### src/rtl/bpdc_mul.sv
// Iterative 64x64 multiplier built from one 32x32 multiplier, one partial product at a time.
// Stand-alone; it takes nothing from the package.
module bpdc_mul (
  input  logic          clk,
  input  logic          rst,
  input  logic          start,
  input  logic [63:0]   a,
  input  logic [63:0]   b,
  output logic          done,
  output logic [127:0]  prod
);

  logic [63:0] a_q;
  logic [63:0] b_q;
  logic [1:0]  cnt;
  logic        busy;
  logic [31:0] op_a;
  logic [31:0] op_b;
  logic [63:0] pp;
  logic [127:0] addend;

  always_comb begin
    op_a = cnt[1] ? a_q[63:32] : a_q[31:0];
    op_b = cnt[0] ? b_q[63:32] : b_q[31:0];
    pp = op_a * op_b;
    case (cnt)
      2'd0: addend = {64'd0, pp};
      2'd1, 2'd2: addend = {32'd0, pp, 32'd0};
      2'd3: addend = {pp, 64'd0};
      default: addend = 128'd0;
    endcase
  end

  always_ff @(posedge clk) begin
    if (rst) begin
      busy <= 1'b0;
      done <= 1'b0;
      cnt <= 2'd0;
    end else begin
      done <= 1'b0;
      if (start) begin
        busy <= 1'b1;
        cnt <= 2'd0;
        a_q <= a;
        b_q <= b;
        prod <= 128'd0;
      end else if (busy) begin
        prod <= prod + addend;
        cnt <= cnt + 2'd1;
        if (cnt == 2'd3) begin
          busy <= 1'b0;
          done <= 1'b1;
        end
      end
    end
  end

endmodule

### config.mk
export PLATFORM = sky130hd
export DESIGN_NAME = bpdc_mul
export DESIGN_NICKNAME = d
export VERILOG_FILES = /design/src/rtl/bpdc_mul.sv
export SDC_FILE = /design/constraint.sdc
export NUM_CORES = 2
export LEC_CHECK = 0
export ABC_AREA = 1
export BUFFER_PORTS_ARGS = -buffer_cell sky130_fd_sc_hd__buf_2
export CAP_MARGIN = 20
export CELL_PAD_IN_SITES_DETAIL_PLACEMENT = 1
export CELL_PAD_IN_SITES_GLOBAL_PLACEMENT = 1
export CORE_ASPECT_RATIO = 1.25
export CORE_UTILIZATION = 40
export CTS_CLUSTER_SIZE = 20
export DETAILED_ROUTE_END_ITERATION = 10
export PLACE_DENSITY_LB_ADDON = 0.1
export SLEW_MARGIN = 40
export SYNTH_ARGS = -nofsm -noshare
export SYNTH_HDL_FRONTEND = slang
export SYNTH_SLANG_ARGS = --single-unit
### constraint.sdc
create_clock -name clk -period 27 [get_ports clk]
set_input_delay 2.7 -clock clk [delete_from_list [all_inputs] [get_ports clk]]
set_output_delay 2.7 -clock clk [all_outputs]
set_load 0.02 [all_outputs]
==> results.yml <==
sta:
  clock-skew-final_ns: 0.0358
  rsz0062_at_grt: "no"
  slew-limit-headroom_pct: 34.5
  timing_worst_slew_pin_value_ns: 0.972
  final.setup.tns_ns: 0
  final.period_utilization_pct: 47.2
  period_needed_ns: 12.75
  timing.final.hold_violations: 0
  setup_violations: 0
  final-max-slew-violation-count: 0
  fmax_mhz: 78.4
route:
  detail-route-antenna-nets: 0
  drt_first_iter_violations: 3013
  drtPass1Iterations: 8
  routed_wire_length_per_instance_um: 28.5
  via_per_inst: 5.45
  route.vias.total: 49100
  wl_mm: 256
  post-route-drc-count: 0
yosys:
  synth_top_family_by_area: "adder cells"
  yosys.cell_count.top_type: "sky130_fd_sc_hd__inv_1"
  ys_ff_latch: 260
  post_synth_fa_ha_maj_area_fraction_pct: 42.1
  post_synth_most_frequent_cells: "1342 x sky130_fd_sc_hd__inv_1, 1204 x sky130_fd_sc_hd__nor2_1, 1165 x sky130_fd_sc_hd__nand2_1, 897 x sky130_fd_sc_hd__fa_1, 433 x sky130_fd_sc_hd__a21oi_1"
  synth.mux.area_fraction_pct: 0
  compound_cell_area_share_of_the_yosys_netlist_pct: 9.41
  synth_top_area_share_pct: 33.1
  synth.avg_cell_area_sq_um: 7.74
  synth.cell_area_sq_um: 54300
  yosys_warnings: 0
  synth_xor_xnor_area_share_pct: 0.786
  synth-seq-area-share_pct: 14.3
  synth_nets: 8438
  synth-simple-area-share_pct: 21.6
  synth_top_cells_by_area: "sky130_fd_sc_hd__fa_1 33%, sky130_fd_sc_hd__edfxtp_1 14%, sky130_fd_sc_hd__inv_1 9.3%, sky130_fd_sc_hd__ha_1 9.0%, sky130_fd_sc_hd__nor2_1 8.3%"
  async_flop_share_pct: 0
  yosys_most_used_dff: "sky130_fd_sc_hd__edfxtp_1"
  synth-edff-count: 256
  synthCells: 7018
  synthDistinctLibCells: 56
  synth_top_cell_by_area: "sky130_fd_sc_hd__fa_1"
grt:
  grt-ovfl-total: 0
  grt_first_pass_wirelength_mm: 371
  grt_use_total_pct: 37.8
  vias_in_the_first_global_route: 54900
  grt_start_max_net_pins: 74
  antenna_found_initial: 3
cells_and_area:
  area_growth_syn_to_layout_pct: 9.09
  fill_cells: 16600
  final_design_area_no_fill_sq_um: 59200
  final_layout_size_suffix_gt1_share_pct: 12.4
  fin_nets: 8648
  final_util_pct: 44.1
floorplan:
  floorplan.die.height_um: 414
  core_area_sq_um: 134000
  die_width_um: 332
  design.die.area_sq_um: 137000
  rows: 150
  boundaryPins: 260
  floorplan.initialDensity_pct: 40.5
clock_tree:
  h-tree-depth: 2
  buffer_levels_on_the_longest_clock_path: 3
  worst_setup_hold_path_clk_slew_ns: 0.07
  cts_repair_resize_count: 0
  cts.sinks: 260
  worst_skew_pair.late_latency_ns: 0.64
  hold_buffers: 0
  cts_post_setup_buffers_inserted: 0
  cts.root.buffer_cell: "sky130_fd_sc_hd__clkbuf_16"
  cts_made_buffers: 36
  clock_tree_from_tritoncts: "built"
worst_setup_path:
  maximum_fanout_count_along_the_critical_path: 34
  worst_path_largest_cell_delay_ns: 0.83
  cp-start-kind: "flip-flop"
  cp_data_arrival_time_ns: 13.12
  criticalPathCategory: "reg -> reg"
  cpMostUsedCell: "sky130_fd_sc_hd__fa_1"
  required_ns: 27.37
  critPathCaptureType: "flip-flop"
  crit_path_top_delay_cell: "sky130_fd_sc_hd__clkinv_1"
placed_design:
  place.port_buffers: 259
  place.detailed.hpwl_mm: 217
  placed_cell_area_sq_um: 58000
  gp_congestion: 0.998
job:
  max_cap_violations: 0
outcome:
  result_of_the_run: "finished, final reports clean"
min_path:
  hold_class: "reg -> reg"
[kinds of logic (layout without fill, tap and decap cells)]
| family | Yosys count | count (layout) |
|---|---|---|
| XOR/XNOR | 47 | 47 |
| AO/OA/AOI/OAI | 932 | 932 |
| buffers and inverters | 1683 | 1918 |
| AND/OR/NAND/NOR | 2807 | 2807 |
| flip-flops | 260 | 260 |
| adder cells (fa/ha/maj) | 1289 | 1289 |
| other | 0 | 2 |
[state kept, by name, indices dropped and copies added (netlist names)]
name / count
a_q: 64
cnt: 2
prod: 128
b_q: 64
busy: 1
done: 1
[final cells by class]
type                       instances  area (sq um)  area share [%]
multi-input combinational       5075         40400            68.1
sequential                       260          7770            13.1
inverter                        1489          5600            9.45
tap                             1748          2190            3.69
timing repair buffer             366          2120            3.58
clock buffer                      44           952            1.61
clock inverter                    19           243           0.410
antenna                            2          5.00         0.00845
[layout by cell type (no fill, tap or decap), types with 133 or more instances in the layout]
cell type | synthesis | final
sky130_fd_sc_hd__a21oi_1 | 433 | 433
sky130_fd_sc_hd__buf_2 | 68 | 259
sky130_fd_sc_hd__edfxtp_1 | 256 | 256
sky130_fd_sc_hd__fa_1 | 897 | 897
sky130_fd_sc_hd__ha_1 | 392 | 392
sky130_fd_sc_hd__inv_1 | 1342 | 1332
sky130_fd_sc_hd__inv_2 | 128 | 136
sky130_fd_sc_hd__nand2_1 | 1165 | 1165
sky130_fd_sc_hd__nand3_1 | 133 | 133
sky130_fd_sc_hd__nor2_1 | 1204 | 1201
sky130_fd_sc_hd__o21ai_0 | 283 | 262
[worst paths after layout]
check	slack (ns)	depth (start not counted)	end	from
worst max-delay path	14.25	34	prod[127]	cnt[1]
worst min-delay path	0.50	2	cnt[0]	busy
worst max register to register	14.25	34	prod[127]	cnt[1]
worst min register to register	0.50	2	cnt[0]	busy
[metal layers]
metal  routed length (um)  up-vias  global-route usage, %
met5                   13        -                      0
met4                25500        2                   31.1
met3                12700      671                   5.21
met2               129000     1638                   67.8
met1                89000    25000                   39.7
li1                     -    21800                      -
[through the flow]
step	cells	worst slack, ns	hold WS (ns)
2_1_floorplan	7018	17.95	0.455
3_3_place_gp	8937	13.95	0.469
3_5_place_dp	8938	14.70	0.487
4_1_cts	9001	14.54	0.503
5_1_grt	9001	13.84	0.535
6_report	9003	14.25	0.497
[worst max-delay path: cells and delay by family (launching register included)]
family	cells	cell delay, ns
simple gates	10	2.24
buf+inv	4	1.67
xor+xnor	1	0.64
compound gates	9	2.32
flops	1	0.71
fa+ha+maj	10	4.83
Power is not shown: default switching activity piles up to over one toggle a cycle in this logic, so the estimate is an artifact.
