## config.mk

```make
export PLATFORM = sky130hd
export DESIGN_NAME = bpdc_div
export DESIGN_NICKNAME = d
export VERILOG_FILES = /design/src/rtl/bpdc_pkg.sv /design/src/rtl/bpdc_div.sv
export SDC_FILE = /design/constraint.sdc
export NUM_CORES = 1
export LEC_CHECK = 0
export ABC_AREA = 1
export BUFFER_PORTS_ARGS = -buffer_cell sky130_fd_sc_hd__buf_2
export CAP_MARGIN = 20
export CORE_ASPECT_RATIO = 0.5
export CORE_MARGIN = 10
export CORE_UTILIZATION = 60
export CTS_CLUSTER_SIZE = 16
export DETAILED_ROUTE_END_ITERATION = 12
export PLACE_DENSITY_LB_ADDON = 0.05
export SETUP_SLACK_MARGIN = 0.15
export SYNTH_ARGS = -nofsm -noshare
export SYNTH_HDL_FRONTEND = slang
export SYNTH_SLANG_ARGS = --single-unit
export TNS_END_PERCENT = 50
```

## constraint.sdc

```tcl
create_clock -name clk -period 12.9 [get_ports clk]
set_clock_uncertainty 0.15 [all_clocks]
set_input_delay 1.935 -clock clk [delete_from_list [all_inputs] [get_ports clk]]
set_output_delay 1.935 -clock clk [all_outputs]
set_load 0.01 [all_outputs]
```

## src/rtl/bpdc_pkg.sv

```systemverilog
// Shared types, codes and constants of the bond price, duration and convexity core.
// Used by bpdc_div and bond_price_duration_convexity_core.
package bpdc_pkg;

  localparam int EXPONENT_BITS_DEF = 9;
  localparam int DEN_W = 82;

  localparam logic [32:0] ONE_Q32 = 33'h1_0000_0000;
  localparam logic [47:0] PRICE_MAX = 48'hFFFF_FFFF_FFFF;
  localparam logic [63:0] CVX_MULT = 64'd6553600;

  typedef enum logic [1:0] {
    REG_FACE  = 2'd0,
    REG_PER   = 2'd1,
    REG_SHIFT = 2'd2
  } reg_idx_t;

  typedef enum logic [1:0] {
    ST_OK  = 2'd0,
    ST_LOW = 2'd1,
    ST_SAT = 2'd2
  } status_t;

endpackage

```

## src/rtl/bpdc_div.sv

```systemverilog
// Restoring divider, one quotient bit a cycle, 128-bit dividend over DEN_W-bit divisor.
// A zero divisor or a quotient of 2^64 or more gives all ones. Depends on bpdc_pkg.
module bpdc_div import bpdc_pkg::*; (
  input  logic             clk,
  input  logic             rst,
  input  logic             start,
  input  logic [63:0]      num_hi,
  input  logic [63:0]      num_lo,
  input  logic [DEN_W-1:0] den,
  output logic             done,
  output logic [63:0]      quo
);

  logic [DEN_W-1:0] den_q;
  logic [DEN_W-1:0] rem;
  logic [63:0]      lo;
  logic [5:0]       cnt;
  logic             busy;
  logic [DEN_W:0]   trial;
  logic             fits;

  always_comb begin
    trial = {rem, lo[63]};
    fits = trial >= {1'b0, den_q};
  end

  always_ff @(posedge clk) begin
    if (rst) begin
      busy <= 1'b0;
      done <= 1'b0;
      cnt <= 6'd0;
    end else begin
      done <= 1'b0;
      if (start) begin
        den_q <= den;
        if (den == '0 || {{(DEN_W-64){1'b0}}, num_hi} >= den) begin
          quo <= '1;
          done <= 1'b1;
        end else begin
          rem <= DEN_W'(num_hi);
          lo <= num_lo;
          cnt <= 6'd63;
          busy <= 1'b1;
        end
      end else if (busy) begin
        rem <= fits ? DEN_W'(trial - {1'b0, den_q}) : trial[DEN_W-1:0];
        lo <= {lo[62:0], 1'b0};
        quo <= {quo[62:0], fits};
        cnt <= cnt - 6'd1;
        if (cnt == 6'd0) begin
          busy <= 1'b0;
          done <= 1'b1;
        end
      end
    end
  end

endmodule
```

==> run summary, run 1 <==
The total overflow left after global routing is 0. The run gives 27 as the CTS buffer count. For the worst setup path, the data arrival time is 6200 ps. For this design, the CTS-stage hold fixing added 0 buffers.

Summing all non-filler instances in the final layout gives an area of 25400 um2. Setup violations remaining at the end of the flow were counted as 0. The starting density of the core was 60.8%.

The highest-utilization routing layer at the global route stage is met2. Net switching is 35.3% of the power. Adding up every negative setup slack in the final design gives 0 ps. STA classifies the critical path endpoint as a flip-flop. Row generation in the floorplan step produced 50 rows. The post-synth net total is 3601, and the first-pass detailed-route iteration total is 6. The non-filler instance count after layout was 4013. Setup repair after global routing left no endpoint under its margin. After layout, the minimum clock period comes to 6130 ps. The logs give 22400 for the vias after detailed routing and 1.06 for the placer's final routability congestion estimate. The number of cells after detailed placement came out at 3958. The longest clock path from root to sink contains 3 buffers. Across the whole layout, storage elements account for 8930 um2. Max-cap violations in this run came to 0. The number of buffers inserted by port buffering is 277. The worst hold path belongs to the class reg2reg. The most area-hungry cell type in the Yosys netlist was edfxtp_1. For the violation count after the first detailed-route iteration, the log shows 2457. At the pin with the least slew margin, the transition time is 1040 ps. For this run, the total global-route usage over all layers was measured as 34.2%.

The run gives 0 as the final count of hold timing violations. The insertion delay to the later sink of the worst-skew pair is 610 ps, and the power density of the placed cells is 114 nW/um2. Internal power comes to 1.87 mW. After synthesis, the most frequently instantiated cells are 1299 x nand2_1, 571 x inv_1, 292 x edfxtp_1, 246 x nor2_1, 148 x ha_1. The clock group share of total power was 28.7%; the post-placement cell area was 24500 um2. Dominant synthesized flop cell: edfxtp_1. In the routed layout, each cell is associated on average with a via count of 5.59. The synthesized design contains 300 register bits. Global routing consumed, on the met1 layer, 47.3% of the routing resources. The placeable core region was 37500 um2; the fraction of met2 tracks used by global routing was 50.1%. The tools report the sequential share of power as 40.6%. Clock-pin slew was measured on the worst setup and hold paths at 70 ps.

The run finished with clean final reports. Combinational logic burns 30.7% of the power. The delay contributed by the slowest stage of the critical path was 910 ps; the count of boundary I/O pins was 278. The cell class contributing the biggest share of worst-path delay is buffers and inverters. Based on the critical path, the design can be clocked at up to 163 MHz. The per-cell routed wire length was 20.3 um.

For this run, the number of Yosys warnings is 0. In this run the worst path has a maximum fanout of 74. The share of the Yosys chip area taken by registers is 39.2%. The area growth from synthesis to layout is 11.5%.

The cell with the biggest individual delay on the critical path is buf_4. Maximum level of the CTS H-tree: 1. The final core utilization is 67.8%, and the net switching power figure is 1.02 mW.

Post-synthesis instance area: 22800 um2. Total of cells resized after clock tree synthesis: 0. For the post-CTS setup repair buffer count, the log shows 0.

The required time of the critical path was 12970 ps. For the synthesized netlist cell count, the log shows 3239. Measured against its own limit, the worst slew margin works out to 30.7%. In the routed design, unresolved DRC markers number 0.

Sorting the synthesized cells by area gives the leading types as edfxtp_1 38%, nand2_1 21%, inv_1 9.4%, ha_1 8.1%, nor2_1 4.1%. The dominant cell by count in the synthesized netlist was nand2_1. The share of layout cells above drive strength 1 was 11.9%.

First-pass GRT wire length: 121000 um. The smallest setup slack after layout is 6770 ps. The largest net degree at the start of global routing is 83.

The critical path is of the in2reg type. The number of enable-type register cells in the synthesized netlist was 292; the overall power was 2.90 mW. Counting the fill cells in the layout gives 3146. The tools report the final-report max-slew violation count as 0. The floorplan step defined a die boundary enclosing 46700 um2.

The total buffers and inverters traversed by the critical path was 4. The via count of the first global-routing pass was 21100. After synthesis, the share of flip-flops with an asynchronous set or reset is 0%. Startpoint type of the worst setup path: an input pin.

The routed wire length was 81500 um. The post-place setup slack came out at 6410 ps. Dividing the synthesized area by the synthesized cell count gives 7.04 um2.

The multi-input combinational cells in the finished layout cover a total of 11300 um2. The tree is rooted in a clkbuf_16. Measured along the x axis, the die boundary spans 296 um. The top cell type by area accounts for 38.5% of the synthesized area.

The number of nets in the final layout came out at 3855. The worst hold-check slack came out at 333 ps. Across the VDD grid, the largest voltage drop is 0.123 mV. For the number of clock sinks, the log shows 300.

The critical path goes through buf_2 -> inv_1 -> ha_1 -> nand2_1 -> o21ai_0 -> a21oi_1 -> nand3_1 -> nand2_1 -> nand4_1 -> a21oi_4 -> buf_4 -> buf_4. The die is 158 um tall. The met3 layer usage reported by global route is 12.9%, and the final clock period utilization by the worst path is 47.5%.

The distinct cell type count after synthesis was 36. TritonCTS built the clock tree. Summed over all nets, the half-perimeter wirelength after detailed placement is 65300 um. The tools report the number of antenna violations at the first check in global routing as 5.

In this run the static leakage power is 13.3 nW. Number of antenna-violating nets in the routed design: 0.
final cells by class:
class / instances / area share (%)
antenna: 5 / 0.0492
clock buffer: 33 / 2.75
clock inverter: 17 / 0.675
inverter: 578 / 8.55
multi-input combinational: 2298 / 44.6
sequential: 300 / 35.1
tap: 494 / 2.43
timing repair buffer: 288 / 5.79
registers in the layout (all words and copies together) (netlist names):
signal,count
busy,1
done,1
lo,64
quo,64
cnt,6
rem,82
den_q,82
worst register-to-register path, delay by kind of cell (launching register included):
family        cells  cell delay [ps]
simple gates     11             2430
buf+inv           1              630
fa+ha+maj         1              530
flops             1              400
per-layer routing:
layer  routed length [um]  share of wire (%)
met3                11600                 14
met5                   13              0.016
met4                 1920                2.4
met2                33500                 41
met1                34600                 42
worst paths after layout:
check             startpoint  slack [ps]  depth (start not counted)       to
setup / recovery     den[16]        6770                         12  rem[80]
hold / removal          busy         330                          2     busy
setup reg to reg     rem[73]        8450                         13  rem[33]
hold reg to reg         busy         330                          2     busy
power by group through the flow:
stage	sequential [mW]	clock, mW	combinational [mW]
6_report	1.18	0.831	0.890
5_1_grt	1.18	0.873	0.971
4_1_cts	1.17	0.834	0.852
3_5_place_dp	1.19	0	0.843
3_3_place_gp	1.19	0	0.823
2_1_floorplan	1.20	0	0.568
cells in the final DEF, fill, tap and decap left out, types with 5 or more instances in the layout:
| master | n |
|---|---|
| a21oi_1 | 126 |
| and2_1 | 7 |
| buf_2 | 276 |
| buf_4 | 12 |
| clkbuf_1 | 6 |
| clkbuf_16 | 27 |
| clkinv_1 | 8 |
| dfxtp_1 | 8 |
| diode_2 | 5 |
| edfxtp_1 | 292 |
| ha_1 | 148 |
| inv_1 | 570 |
| inv_2 | 6 |
| nand2_1 | 1299 |
| nand2_2 | 5 |
| nand3_1 | 132 |
| nand3b_1 | 97 |
| nand4_1 | 32 |
| nor2_1 | 245 |
| nor2_2 | 11 |
| nor3_1 | 14 |
| o21a_1 | 6 |
| o21ai_0 | 44 |
| o21bai_1 | 9 |
| or2_2 | 64 |
| xnor2_1 | 35 |
| xor2_1 | 5 |
cell families (layout without fill, tap and decap cells):
logic type | count (synthesis) | after routing | share of synthesized area, %
AND/OR/NAND/NOR | 1913 | 1913 | 35.3
buffers and inverters | 641 | 916 | 11.2
flip-flops | 300 | 300 | 39.2
AO/OA/AOI/OAI | 196 | 196 | 4.54
adder cells (fa/ha/maj) | 149 | 149 | 8.21
XOR/XNOR | 40 | 40 | 1.54
other | 0 | 5 | 0
Power figures use the tool's default switching activity.
==> inputs of run 2 (changes only) <==
--- a/config.mk
+++ b/config.mk
@@ -10,7 +10,7 @@
 export CAP_MARGIN = 20
 export CORE_ASPECT_RATIO = 0.5
 export CORE_MARGIN = 10
-export CORE_UTILIZATION = 60
+export CORE_UTILIZATION = 54
 export CTS_CLUSTER_SIZE = 16
 export DETAILED_ROUTE_END_ITERATION = 12
 export PLACE_DENSITY_LB_ADDON = 0.05
==> constraint.sdc (replaced) <==
create_clock -name clk -period 5.12 [get_ports clk]
set_clock_uncertainty 0.15 [all_clocks]
set_input_delay 0.768 -clock clk [delete_from_list [all_inputs] [get_ports clk]]
set_output_delay 0.768 -clock clk [all_outputs]
set_load 0.01 [all_outputs]
==> run 2 against run 1 <==
Routed wire length shrank 3.0%; clock power grew to 2.6 times the previous value; hold slack got worse by 130 ps; total power grew to 2.5 times the previous value; setup slack lost 5600 ps; die area increased by 10%; utilization shrank 6.0 points; non-clock buffer count grew 3; combinational power rose to 2.5 times the previous value; first-iteration DRC count rose by 8.9%; largest power group unchanged; highest routed layer unchanged.
==> run summary, run 2 (synthesis results as in run 1) <==
The worst setup path is launched from a flip-flop. The number of antenna-violating nets in the routed design was 0 (unchanged); the number of inserted filler cells in the final layout was 3983 (+27%). The largest registers in the layout are den_q x82, rem x82. The tools report the met3 layer usage reported by global route as 8.01% (-4.9 points).

The run gives 53 (+6.0%) as the number of cell rows. Traced cell by cell, the critical path runs through ha_1 -> nand2_1 -> nor2_1 -> nand2_1 -> nor2_1 -> nand3_2 -> nand2_1 -> nand2_2 -> nand2_2 -> buf_4 -> nand2_1 -> nand3_1 -> nand2_1. The die boundary width is 311 um (+5.0%). The count of boundary I/O pins came out at 278 (unchanged). Share of layout cells above drive strength 1: 13.0% (+1.1 points). The run gives 300 (unchanged) as the number of clock sinks. Combined global-route utilization of all metal layers: 30.0% (-4.2 points). The height of the die is 165 um (+4.7%), and the vias after detailed routing is 21800 (-2.6%).

The tools report the number of buffers between clock root and the deepest sink as 3 (unchanged). The insertion delay to the later sink of the worst-skew pair came out at 610 ps (about the same). The transition at the pin with the smallest max-transition slack came out at 1040 ps (-3.45 ps). The run finished with clean final reports. Leaving out fill and tap cells, the most frequent cell in the layout is nand2_1. The count of unresolved DRC violations after routing is 0 (unchanged). The min-delay analysis places its worst path in the category in2reg. The routed wire length is 79100 um (-3.0%), and the maximum ir drop on the vdd rail is 0.272 mV (+120%).

The number of cell instances on the worst register-to-register path came out at 13 (unchanged). The delay contributed by the slowest stage of the critical path was 620 ps (-290 ps); the per-cell routed wire length was 19.3 um (-5.2%). The first-pass GRT wire length is 119000 um (-1.5%), and the final critical path time including I/O delays and setup is 3940 ps. The logs give 4150 ps (-2050 ps) for the endpoint arrival time on the critical path and 1180 ps (-5590 ps) for the smallest setup slack after layout.

Placeable core region: 41800 um2 (+12%). The cell sitting at the root of the clock tree is a clkbuf_16. The tools report the maximum level of the CTS H-tree as 1 (unchanged). For the overflow left after global routing, the log shows 0 (unchanged). The detailed-route vias per instance is 5.32 (-4.7%). Largest net degree at the start of global routing: 124 (+49%). Number of stages on the worst hold path: 1 (-1). The leakage power came out at 13.4 nW (+0.25%). The peak clock frequency supported by timing is 254 MHz, and the post-detailed-placement half-perimeter wirelength is 63900 um (-2.2%).

met1 is the most crowded layer. Power density of the placed cells: 283 nW/um2 (+150%). The max-cap violation count is 0 (unchanged), and the highest fanout seen on the critical path is 24 (-68%).

The tools report the final-report max-slew violation count as 0 (unchanged). For the number of failing setup endpoints in the final timing report, the log shows 0 (unchanged). The die area is 51300 um2 (+10%).

The total buffers and inverters traversed by the critical path was 1 (-3). The fraction of met2 tracks used by global routing was 43.5% (-6.6 points). Cell with the biggest individual delay on the critical path: nand2_2. TritonCTS built the clock tree. The total number of cells along the worst setup path was 13 (+1); the first-pass detailed-route iteration total was 6 (unchanged).

The post-route setup TNS is 0 ps (unchanged). The run gives 3859 (+0.10%) as the number of nets in the final layout. For the met1 routing resource usage after global routing, the log shows 44.5% (-2.8 points). The critical path class was reg2reg. The logs give 0 (unchanged) for the total of cells resized after clock tree synthesis and 0 (unchanged) for the hold buffer count at CTS. The tools report the via count of the first global-routing pass as 20500 (-2.7%). The tools report the violation count after the first detailed-route iteration as 2676 (+8.9%). The tools report the required time of the critical path as 5330 ps (-7640 ps). The worst setup path is captured at a flip-flop. The CTS buffer count was 28 (+3.7%); the register clock-pin slew on the reported worst setup and hold paths was 70 ps (about the same). Setup repair after global routing left no endpoint under its margin. By instance count, the cell type seen most on the critical path is nand2_1.

The library cells used most frequently in the layout, excluding fill and tap cells, are 1299 x nand2_1, 554 x inv_1, 292 x edfxtp_1, 276 x buf_2, 244 x nor2_1. For the post-CTS setup repair buffer count, the log shows 0 (unchanged). The number of antenna violations at the first check in global routing is 8 (+3). Of the available clock period, the critical path in the final layout requires 76.9%. The logs give 31.0% (+0.23 points) for the worst max-slew margin expressed relative to the limit and 1010 ps (-5400 ps) for the post-place setup slack. The placer's final routability congestion estimate came out at 1.06 (+0.54%).

The starting density of the core was 54.5% (-6.4 points); the final count of hold timing violations was 0 (unchanged). The number of buffers inserted by port buffering is 277 (unchanged), and the area growth from synthesis to layout is 13.5%. The cell class contributing the biggest share of worst-path delay was simple AND/OR/NAND/NOR gates.
-- run 2: final cells by class --
cell class	count	area, um2	share of cell area [%]
flip-flops and latches	300	8930	34.5
clock buffers	35	727	2.81
multi-input cells	2298	11500	44.6
clock inverters	16	175	0.677
well taps	577	722	2.79
repair buffers	291	1590	6.13
inverters	578	2180	8.42
diodes	8	20.0	0.0774
-- run 2: worst paths after layout --
check                from   endpoint  slack (ps)
setup / recovery  rem[49]    rem[34]        1180
hold / removal    den[66]  den_q[66]         200
hold reg to reg      busy       busy         330
setup reg to reg  rem[49]    rem[34]        1180
-- run 2: per-layer routing --
metal | wire [um] | vias up
met5 | 13 | -
met1 | 37100 | 10100
met3 | 9060 | 79
met4 | 1300 | 2
li1 | - | 10600
met2 | 31600 | 968
-- run 2: through the flow --
stage	util (%)	cells	area [um2]	hold slack (ps)	power (mW)
6_report	61.8	4103	25900	200	7.33
5_1_grt	61.8	4101	25900	196	7.70
4_1_cts	61.8	4095	25800	189	7.29
3_5_place_dp	59.6	4044	24900	330	5.15
3_3_place_gp	59.6	4044	24900	326	5.12
2_1_floorplan	-	3239	23000	303	4.45
-- run 2: where the power goes --
| group | internal, mW | switching, mW | total (mW) |
|---|---|---|---|
| registers | 2.90 | 0.0620 | 2.96 |
| logic | 0.721 | 1.51 | 2.23 |
| clock network | 1.12 | 1.02 | 2.14 |
| total | 4.74 | 2.59 | 7.33 |
